<file path="src/rtl/tmr_pkg.sv">
package tmr_pkg;

    // vertex and edge coordinate width, signed
    localparam int VW = 14;
    // width of the edge dot products (e1.e1, e1.e2, e2.e2)
    localparam int DW = 2 * VW + 1;
    // register stages from request to result
    localparam int NUM_STAGES = 6;

    // configuration port
    localparam int CFG_AW = 3;
    localparam int CFG_DW = 13;

    localparam logic [CFG_AW-1:0] REG_LENS_WIDTH    = 3'd0;
    localparam logic [CFG_AW-1:0] REG_LENS_HEIGHT   = 3'd1;
    localparam logic [CFG_AW-1:0] REG_OUTLINE_WIDTH = 3'd2;
    localparam logic [CFG_AW-1:0] REG_APEX_SIDE     = 3'd3;
    localparam logic [CFG_AW-1:0] REG_SCREEN_WIDTH  = 3'd4;

    // apex side codes
    localparam logic [1:0] SIDE_LEFT   = 2'd0;
    localparam logic [1:0] SIDE_RIGHT  = 2'd1;
    localparam logic [1:0] SIDE_BOTTOM = 2'd2;
    localparam logic [1:0] SIDE_TOP    = 2'd3;

    typedef struct packed {
        logic [11:0] lens_width;
        logic [11:0] lens_height;
        logic [7:0]  outline_width;
        logic [1:0]  apex_side;
        logic [12:0] screen_width;
    } cfg_t;

    // buffer addresses carried alongside the inside test
    typedef struct packed {
        logic [23:0] lens_index;
        logic [25:0] screen_offset;
    } addr_t;

    // edge vectors e1 = B-A and e2 = C-A, each member a signed value
    typedef struct packed {
        logic [VW-1:0] e1x;
        logic [VW-1:0] e1y;
        logic [VW-1:0] e2x;
        logic [VW-1:0] e2y;
    } edge_t;

    // width of the pixel vector p = P-A for a given coordinate width
    function automatic int q_width(input int coord_bits);
        q_width = ((coord_bits > 13) ? coord_bits : 13) + 2;
    endfunction

endpackage

</file>
<file path="src/rtl/tmr_setup.sv">
module tmr_setup
    import tmr_pkg::*;
#(
    parameter int COORD_BITS = 12
)
(
    input  logic                                 clk,
    input  logic                                 en,
    input  cfg_t                                 cfg,
    input  logic [COORD_BITS-1:0]                pix_x,
    input  logic [COORD_BITS-1:0]                pix_y,
    output edge_t                                edges,
    output logic signed [q_width(COORD_BITS)-1:0] q_x,
    output logic signed [q_width(COORD_BITS)-1:0] q_y,
    output addr_t                                addr
);

    localparam int QW = q_width(COORD_BITS);

    logic signed [VW-1:0] w_s, h_s, o_s, hx, hy, half_w, half_h;
    logic signed [VW-1:0] ax, ay, bx, by, cx, cy;
    edge_t                edges_next, edges_reg;
    logic signed [QW-1:0] qx_next, qy_next, qx_reg, qy_reg;
    logic [23:0]          lin_idx, scr_idx;
    addr_t                addr_next, addr_reg;

    // inset box corners and side midpoints
    always_comb
    begin
        w_s    = $signed({2'b00, cfg.lens_width});
        h_s    = $signed({2'b00, cfg.lens_height});
        o_s    = $signed({6'b000000, cfg.outline_width});
        hx     = w_s - 14'sd1 - o_s;
        hy     = h_s - 14'sd1 - o_s;
        half_w = $signed({3'b000, cfg.lens_width[11:1]});
        half_h = $signed({3'b000, cfg.lens_height[11:1]});
    end

    // triangle vertices for the chosen apex side
    always_comb
    begin
        case (cfg.apex_side)
            SIDE_LEFT:
            begin
                ax = o_s;    ay = half_h; bx = hx;  by = o_s; cx = hx;  cy = hy;
            end
            SIDE_RIGHT:
            begin
                ax = hx;     ay = half_h; bx = o_s; by = o_s; cx = o_s; cy = hy;
            end
            SIDE_BOTTOM:
            begin
                ax = half_w; ay = hy;     bx = o_s; by = o_s; cx = hx;  cy = o_s;
            end
            default:
            begin
                ax = half_w; ay = o_s;    bx = hx;  by = hy;  cx = o_s; cy = hy;
            end
        endcase
    end

    // edge vectors, pixel vector and buffer addresses
    always_comb
    begin
        edges_next.e1x = bx - ax;
        edges_next.e1y = by - ay;
        edges_next.e2x = cx - ax;
        edges_next.e2y = cy - ay;
        qx_next = $signed({{(QW-COORD_BITS){1'b0}}, pix_x}) - QW'(ax);
        qy_next = $signed({{(QW-COORD_BITS){1'b0}}, pix_y}) - QW'(ay);
        lin_idx = 24'(pix_y) * 24'(cfg.lens_width) + 24'(pix_x);
        scr_idx = 24'(pix_y) * 24'(cfg.screen_width) + 24'(pix_x);
        addr_next.lens_index    = lin_idx;
        addr_next.screen_offset = {scr_idx, 2'b00};
    end

    always_ff @(posedge clk)
    begin
        if (en)
        begin
            edges_reg <= edges_next;
            qx_reg    <= qx_next;
            qy_reg    <= qy_next;
            addr_reg  <= addr_next;
        end
    end

    assign edges = edges_reg;
    assign q_x   = qx_reg;
    assign q_y   = qy_reg;
    assign addr  = addr_reg;

endmodule

</file>
<file path="config.mk">
export PLATFORM = sky130hd
export DESIGN_NAME = tmr_setup
export DESIGN_NICKNAME = d
export VERILOG_FILES = /design/src/rtl/tmr_pkg.sv /design/src/rtl/tmr_setup.sv
export SDC_FILE = /design/constraint.sdc
export NUM_CORES = 1
export LEC_CHECK = 0
export ABC_CLOCK_PERIOD_IN_PS = 7700
export BUFFER_PORTS_ARGS = -buffer_cell sky130_fd_sc_hd__buf_2
export CORE_MARGIN = 5
export CORE_UTILIZATION = 52
export CTS_BUF_LIST = sky130_fd_sc_hd__clkbuf_4 sky130_fd_sc_hd__clkbuf_8 sky130_fd_sc_hd__clkbuf_16
export CTS_CLUSTER_SIZE = 12
export DETAILED_ROUTE_END_ITERATION = 16
export PLACE_DENSITY = 0.72
export SYNTH_ARGS = -nofsm -noshare
export SYNTH_HDL_FRONTEND = slang
export SYNTH_SLANG_ARGS = --single-unit
</file>
<file path="constraint.sdc">
create_clock -name clk -period 7.7 [get_ports clk]
set_input_delay 1.155 -clock clk [delete_from_list [all_inputs] [get_ports clk]]
set_output_delay 1.155 -clock clk [all_outputs]
set_load 0.03 [all_outputs]
</file>
==> results.tsv, run 1 <==
metric	value	unit
Seq/Total Area, Yosys	20.16	%
vias in the first global route	15960	
synth cell count leaders	inv_1 (397), fa_1 (239), nand2_1 (234), ha_1 (231), and2_1 (165)	
drt first pass iters	5	
detailed placement HPWL	39.94	mm
count leader, synth	inv_1	
final setup TNS	0	ps
Distinct cells, synth	69	
Tcrit/Tclk final	85.39	%
# IOs	209	
placed cells	2827	
RSZ-0062 raised after global routing	no	
Max VDD drop	0.0003446	V
# resized after CTS	0	
CTS H-Tree Depth	4	
non-filler cells, final	2860	
Crit path max-delay family	adder cells	
Residual DRC	0	
largest net degree at the start of global routing	76	
crit path kind	input port to flip-flop	
Area after DPL	0.02139	mm^2
CP Buf/Inv Count	6	
Core Area	0.03776	mm^2
Sequential Area	0.004024	mm^2
overall power	7.694	mW
Hold Violations, Final	0	
Root Driver	clkbuf_16	
CP required	7890	ps
element type at the critical path end	flip-flop	
HP Class	input port to flip-flop	
GRT Total Usage	23.76	%
P&R area growth vs syn	10.40	%
synthesized area per cell	9.158	um^2
CTS sink cnt	134	
Lkg Pwr	10.72	nW
row count	71	
EDFF count, synth	134	
initial core utilization	52.86	%
crit-path cells	buf_2 > and2_1 > fa_1 > inv_1 > fa_1 > inv_1 > fa_1 > inv_1 > fa_1 > fa_1 > inv_1 > ha_1 > or2_1 > a21oi_1 > a2111oi_0 > buf_4 > o41ai_1 > a21oi_1 > or2_1 > nand2b_1 > a311oi_1 > xnor2_1	
Top FF cell, synth	edfxtp_1	
worst-path maximum fanout	27	
clock slew at reported path FFs	60	ps
yosys warns	0	
chip width	205.9	um
filler cell count	3315	
DR iter-0 viols	799	
grt ovf	0	
Final Slew Violations	0	
top cell type's share of synthesized area	23.98	%
WL/cell	17.24	um
Rel. slew slack	37.51	%
number of antenna violations at the first check in global routing	5	
post-CTS setup buffer count	0	
ys async rst share	0	%
first-pass GRT wire length	79.36	mm
remaining antenna violation count	0	
max cap viols	0	
status	finished, final reports clean	
Crit path largest cell delay	540	ps
Period minus WS final	6575	ps
Worst setup SP type	input port	
nets	2878	
Pwr Density	349.2	mW/mm^2
Area contributors post-synth	fa_1 (24%), edfxtp_1 (20%), ha_1 (14%), inv_1 (7.5%), and2_1 (5.2%)	
TritonCTS Buffers	17	
gp weighted congestion	0.8735	
cell count after synthesis	2179	
multi-input logic area	0.01413	mm^2
worst path arrival time	6770	ps
IO Port Bufs	206	
CTS Hold Bufs	0	
post-route cell area	0.02203	mm^2
maximum clock rate	152.1	MHz
Slew @ Worst Pin	937.3	ps
die area	0.04239	mm^2
die span in y	205.9	um
share of cells above drive strength 1	11.42	%
Yosys top cell by area	fa_1	
FF+latch count, synth	134	
max reg flops	56	
Longest Clk Path Bufs	2	
Via Count	15550	
slowest CP cell	o41ai_1	
Vias/cell	5.437	
final setup violation count	0	
final wirelength	49.32	mm
crit-path most repeated cell	fa_1	
CTS tree	yes	
mapped cell area	0.01996	mm^2
==> final timing paths <==
check	end	cells past startpoint	from
hold / removal	addr[2]	2	pix_x[0]
setup / recovery	addr[25]	22	pix_y[1]
==> cells by family (layout without fill, tap and decap cells) <==
kind of cell	count (synthesis)	count (layout)	share of synthesized area [%]
simple gates	651	651	16.02
buf+inv	478	645	9.041
fa+ha+maj	470	470	38.46
compound gates	301	301	9.850
flops	134	134	20.16
xor+xnor	133	133	5.837
mux	11	11	0.6082
other cells	1	4	0.01879
==> layer usage <==
metal / global-route usage (%) / part of all wire (%)
met5: 0 / 0.069
met4: 8.721 / 3.3
met3: 3.923 / 6.2
met2: 41.32 / 49
met1: 29.99 / 41
==> power breakdown <==
part	switching [mW]	leakage, nW	internal, mW	total, mW
Sequential	0.0661	1.31	1.33	1.40
Combinational	3.21	9.11	2.18	5.39
Clock	0.335	0.302	0.570	0.905
Total	3.61	10.7	4.08	7.69
==> metrics by stage <==
stage	util (%)	setup slack [ps]	hold WS [ps]
3_3_place_gp	56.66	812.8	1550
3_5_place_dp	56.66	675.5	1566
4_1_cts	58.34	1155	1093
6_report	58.35	1125	1120
2_1_floorplan	-	1309	1268
5_1_grt	58.35	815.7	1100
==> cell type report <==
class                   count  share of cell area (%)
diodes                      2                 0.02272
clock buffers              17                   1.931
clock inverters            14                  0.9428
inverters                 400                   6.815
multi-input cells        1568                   64.14
flip-flops and latches    134                   18.26
well taps                 511                   2.902
repair buffers            214                   4.981
==> layout by cell type, fill, tap and decap left out, drive strengths merged, types with 80 or more instances in the layout <==
master	instances
nand2	234
ha	231
a21oi	80
inv	399
nor2	105
buf	214
xnor2	86
edfxtp	134
fa	239
and2	165
Power figures use the tool's default switching activity.
==> run 2: changes to the inputs <==
CELL_PAD_IN_SITES_DETAIL_PLACEMENT = 2   (was unset)
CELL_PAD_IN_SITES_GLOBAL_PLACEMENT = 2   (was unset)
CORE_UTILIZATION = 39   (was 52)
PLACE_DENSITY = unset   (was 0.72)
PLACE_DENSITY_LB_ADDON = 0.1   (was unset)
==> run 2 against run 1 <==
Utilization fell by 15 points. Count of clock-buffer cells in the layout did not move. Design area rose by 0.92%. Worst setup slack improved by 21 ps. Total power rose by 2.4%. Highest routed layer unchanged.
==> results.tsv, run 2 (same netlist as run 1, synthesis figures left out) <==
metric	value	unit	change
# IOs	209		unchanged
P&R area growth vs syn	11.42	%	
CTS H-Tree Depth	4		unchanged
element type at the critical path end	flip-flop		
first-pass GRT wire length	100.3	mm	+26%
IO Port Bufs	206		unchanged
CTS tree	yes		
crit path kind	input port to flip-flop		
grt ovf	0		unchanged
Pwr Density	354.3	mW/mm^2	+1.4%
Hold Path Depth	2		unchanged
filler cell count	5637		+70%
die span in y	236.2	um	+15%
row count	83		+17%
most frequent cells in the layout	inv_1 (397), fa_1 (239), nand2_1 (234)		
drt first pass iters	4		-1
max cap viols	0		unchanged
chip width	236.2	um	+15%
Slew @ Worst Pin	1029	ps	+91.25 ps
status	finished, final reports clean		
initial core utilization	39.14	%	-14 points
Final Slew Violations	0		unchanged
clock slew at reported path FFs	60	ps	about the same
final wirelength	63.53	mm	+29%
detailed placement HPWL	52.21	mm	+31%
Period minus WS final	6554	ps	-20.86 ps
max reg flops	56		unchanged
post-CTS setup buffer count	0		unchanged
Max VDD drop	0.0002751	V	-20%
Root Driver	clkbuf_16		
GRT Total Usage	22.95	%	-0.82 points
nets	2879		+0.035%
Lkg Pwr	10.72	nW	about the same
most common cell after layout, fill and taps aside	inv_1		
# resized after CTS	0		unchanged
final setup violation count	0		unchanged
remaining antenna violation count	0		unchanged
Via Count	15900		+2.2%
TritonCTS Buffers	17		unchanged
share of cells above drive strength 1	11.46	%	+0.038 points
WL/cell	20.94	um	+21%
vias in the first global route	18150		+14%
final setup TNS	0	ps	unchanged
gp weighted congestion	0.8197		-6.2%
HP Class	input port to flip-flop		
DR iter-0 viols	547		-32%
largest net degree at the start of global routing	72		-5.3%
CP required	7910	ps	+20 ps
die area	0.05579	mm^2	+32%
placed cells	2997		+6.0%
overall power	7.877	mW	+2.4%
Vias/cell	5.241		-3.6%
non-filler cells, final	3033		+6.0%
Tcrit/Tclk final	85.12	%	-0.27 points
Residual DRC	0		unchanged
Hold Violations, Final	0		unchanged
Min-Delay Startpoint	pix_x[0]		
Worst Hold Endpoint	addr[26]		
number of antenna violations at the first check in global routing	5		unchanged
maximum clock rate	152.6	MHz	+0.32%
Core Area	0.05099	mm^2	+35%
RSZ-0062 raised after global routing	no		
Longest Clk Path Bufs	2		unchanged
worst path arrival time	6760	ps	about the same
Rel. slew slack	31.18	%	-6.3 points
CTS sink cnt	134		unchanged
worst-path maximum fanout	27		unchanged
Worst setup SP type	input port		
Core Util, Final	43.60	%	-15 points
CTS Hold Bufs	0		unchanged
==> run 2: changes by cell type in the layout (fill, tap and decap cells not counted) <==
| cell | delta |
|---|---|
| buf_4 | +1 |
| bufinv_16 | -1 |
| clkinv_2 | +1 |
| clkinv_4 | +1 |
| clkinvlp_4 | -1 |
| diode_2 | +3 |
==> run 2: worst max-delay path, stage by stage <==
cell       delay (ps)
buf_2             260
and2_1            260
fa_1              500
inv_1              50
fa_1              480
inv_1              50
fa_1              490
inv_1              60
fa_1              490
fa_1              540
inv_1              60
ha_1              340
or2_1             250
a21oi_1           180
a2111oi_0         100
buf_4             180
o41ai_1           490
a21oi_1           160
or2_1             270
nand2b_1          120
a311oi_1          120
xnor2_1           160
==> run 2: final cells by class <==
class	count	area [um^2]	area share (%)
Inverter	400	1501	6.753
Tap cell	680	850.8	3.827
Timing Repair Buffer	215	1105	4.969
Antenna cell	5	12.51	0.05627
Sequential cell	134	4024	18.10
Clock inverter	14	183.9	0.8272
Multi-Input combinational cell	1568	14130	63.56
Clock buffer	17	425.4	1.913
==> run 2: metal layers <==
| metal | track usage [%] | vias up | part of all wire (%) |
|---|---|---|---|
| li1 | - | 7327 | - |
| met3 | 3.531 | 81 | 3.1 |
| met5 | 0 | - | 0.033 |
| met1 | 27.29 | 8240 | 41 |
| met4 | 6.349 | 4 | 2.5 |
| met2 | 42.94 | 245 | 53 |
==> run 2: through the flow <==
stage | area, um^2 | setup slack, ps | hold WS [ps]
2_1_floorplan | 19960 | 1309 | 1268
3_3_place_gp | 21610 | 775.0 | 1573
3_5_place_dp | 21610 | 631.9 | 1577
4_1_cts | 22220 | 1164 | 1061
5_1_grt | 22230 | 901.8 | 1104
6_report | 22230 | 1146 | 1125
==> run 2: worst max path at each step <==
stage,slack (ps),endpoint,start
floorplan,1310,addr[47],cfg[37]
global route,900,addr[25],pix_y[1]
finish,1150,addr[25],pix_y[1]
CTS,1160,addr[25],pix_y[1]
detailed placement,630,addr[25],pix_y[1]
global placement,770,addr[25],pix_y[1]
==> run 2: where the power goes <==
group	internal (mW)	switching [mW]	leakage, nW
clock network	0.536	0.356	0.296
logic	2.21	3.35	9.11
registers	1.34	0.0846	1.31
==> run 3: changes to the inputs <==
ABC_AREA = 1   (was unset)
CORE_UTILIZATION = 37   (was 39)
==> run 3 against run 2 <==
Synthesized cell count rose by 15%. Global-route usage fell by 0.37 points. Routed wire length rose by 5.3%. Count of clock-buffer cells in the layout did not move. Via count rose by 6.4%. Sequential cell count did not move. Die area rose by 7.3%. Non-clock buffer count fell by 5. Critical path depth fell by 2. Utilization fell by 2.3 points. Worst setup slack improved by 450 ps. Worst hold slack improved by 15 ps. Critical endpoint is now addr[24]. Largest cell class unchanged. Highest routed layer unchanged.
==> results.tsv, run 3 <==
metric	value	unit	change
most frequent cells in the layout	inv_1 (630), nand2_1 (549), fa_1 (239)		
Vias/cell	5.015		-4.3%
nets	3193		+11%
grt ovf	0		unchanged
P&R area growth vs syn	10.95	%	
Area contributors post-synth	fa_1 (23%), edfxtp_1 (20%), ha_1 (14%), inv_1 (12%), nand2_1 (10%)		
fin worst setup slack	1598	ps	+452.2 ps
final setup TNS	0	ps	unchanged
max reg flops	56		unchanged
Residual DRC	0		unchanged
GRT Total Usage	22.58	%	-0.37 points
pre-CTS setup slack	1102	ps	+470.4 ps
vias in the first global route	19490		+7.4%
Period minus WS final	6102	ps	-452.1 ps
cell count after synthesis	2503		+15%
Net Sw Frac	51.13	%	+3.0 points
most common cell after layout, fill and taps aside	inv_1		
metal2 WL	35.46	mm	+4.8%
Post-Synth XOR/XNOR Area	6.063	%	+0.23 points
mapped cell area	0.02037	mm^2	+2.1%
Top FF cell, synth	edfxtp_1		
EDFF count, synth	134		unchanged
Yosys top cell by area	fa_1		
synth cell count leaders	inv_1 (630), nand2_1 (549), fa_1 (239), ha_1 (231), edfxtp_1 (134)		
count leader, synth	inv_1		
first-pass GRT wire length	105.5	mm	+5.2%
Max VDD drop	0.0002249	V	-18%
IO Port Bufs	206		unchanged
main combinational cell family by area after synthesis	adder cells		
TritonCTS Buffers	17		unchanged
chip width	244.6	um	+3.6%
remaining antenna violation count	0		unchanged
ys async rst share	0	%	unchanged
hold slack	1140	ps	+14.78 ps
CP required	7920	ps	about the same
post-CTS setup buffer count	0		unchanged
Metal-1 WL	28.02	mm	+7.2%
clock slew at reported path FFs	60	ps	about the same
overall power	7.867	mW	-0.13%
initial core utilization	37.19	%	-1.9 points
# resized after CTS	0		unchanged
DR iter-0 viols	540		-1.3%
number of antenna violations at the first check in global routing	6		+1
WL/cell	19.85	um	-5.2%
synthesized area per cell	8.138	um^2	-11%
Rel. slew slack	39.76	%	+8.6 points
drt first pass iters	5		+1
Max Used Layer	met5		
die span in y	244.6	um	+3.6%
Seq/Total Area, Yosys	19.75	%	-0.41 points
share of cells above drive strength 1	11.04	%	-0.42 points
Logic pwr share	70.7	%	about the same
top cell type's share of synthesized area	23.49	%	-0.49 points
met3 WL	1.818	mm	-7.6%
status	finished, final reports clean		
CTS Hold Bufs	0		unchanged
Psw	4.022	mW	+6.0%
HP Class	input port to flip-flop		
Longest Clk Path Bufs	2		unchanged
detailed placement HPWL	55.45	mm	+6.2%
Hold Violations, Final	0		unchanged
proportion of power drawn by the clock network	11.1	%	-0.2 points
yosys warns	0		unchanged
final wirelength	66.92	mm	+5.3%
worst path arrival time	6320	ps	-440 ps
Sequential Power Share	18.2	%	+0.2 points
Pint	3.845	mW	-5.9%
element type at the critical path end	flip-flop		
CTS tree	yes		
RSZ-0062 raised after global routing	no		
CTS H-Tree Depth	4		unchanged
Synth Area in Compound Gates	7.377	%	-2.5 points
mux contribution to synthesized area	0	%	-0.61 points
Worst setup SP type	input port		
crit path kind	input port to flip-flop		
final setup violation count	0		unchanged
Post-Synth Simple-Gate Area	15.74	%	-0.28 points
largest net degree at the start of global routing	70		-2.8%
maximum clock rate	163.9	MHz	+7.4%
Root Driver	clkbuf_16		
gp weighted congestion	0.8292		+1.2%
Lkg Pwr	12.37	nW	+15%
row count	86		+3.6%
Core Util, Final	41.26	%	-2.3 points
max cap viols	0		unchanged
Core Area	0.05477	mm^2	+7.4%
die area	0.05985	mm^2	+7.3%
Distinct cells, synth	51		-26%
Pwr Density	348.1	mW/mm^2	-1.8%
# IOs	209		unchanged
CTS sink cnt	134		unchanged
Final Slew Violations	0		unchanged
Slew @ Worst Pin	900.3	ps	-128.3 ps
Adder-Cell Fraction of Synth Area	37.68	%	-0.78 points
FF+latch count, synth	134		unchanged
Via Count	16910		+6.4%
worst-path maximum fanout	26		-3.7%
Tcrit/Tclk final	79.25	%	-5.9 points
==> run 3: path summary, 6_finish.rpt <==
| path | from | end | slack (ps) | cells past startpoint |
|---|---|---|---|---|
| worst max-delay path | pix_y[4] | addr[24] | 1600 | 20 |
| worst min-delay path | pix_x[0] | addr[26] | 1140 | 2 |
==> run 3: cell families after synthesis <==
kind of cell,Yosys count
simple gates,766
buf+inv,720
fa+ha+maj,470
compound gates,271
xor+xnor,141
flops,134
other cells,1
==> run 3: stage by stage <==
step,instance area [um^2],instances
finish,22600,3372
CTS,22590,3367
detailed placement,21990,3335
floorplan,20370,2504
global route,22600,3371
global placement,21990,3335
==> run 3: final cells by class <==
cell class | count | area [um^2]
Fill cell | 6239 | 32170
Multi-Input combinational cell | 1650 | 13630
Sequential cell | 134 | 4024
Inverter | 637 | 2391
Timing Repair Buffer | 210 | 1067
Tap cell | 704 | 880.8
Clock buffer | 17 | 425.4
Clock inverter | 15 | 172.7
Antenna cell | 5 | 12.51
==> run 3: routing by layer <==
layer  vias to the layer above  global-route usage, %
li1                       7922                      -
met2                       234                  42.56
met4                         2                  5.974
met3                        79                  3.321
met5                         -                      0
met1                      8673                  26.84
==> run 3: worst max-delay path, cell delays in order <==
cell and delay [ps]:
buf_2 530, nand2_1 210, fa_1 560, inv_1 70, fa_1 490, fa_1 520, fa_1 510, inv_1 50
fa_1 480, inv_1 50, ha_1 380, nand2_1 80, nor2_1 160, nand2_1 70, o21ai_0 350, nand3_1 120
nand2_1 120, a21oi_1 80, o21ai_0 190, xor2_1 90
==> run 3: power groups by stage <==
stage	registers [mW]	logic (mW)	clock network [mW]
floorplan	1.94	3.57	0
global placement	1.44	5.47	0
detailed placement	1.45	5.65	0
CTS	1.44	5.70	0.909
global route	1.45	6.33	0.937
finish	1.43	5.56	0.877
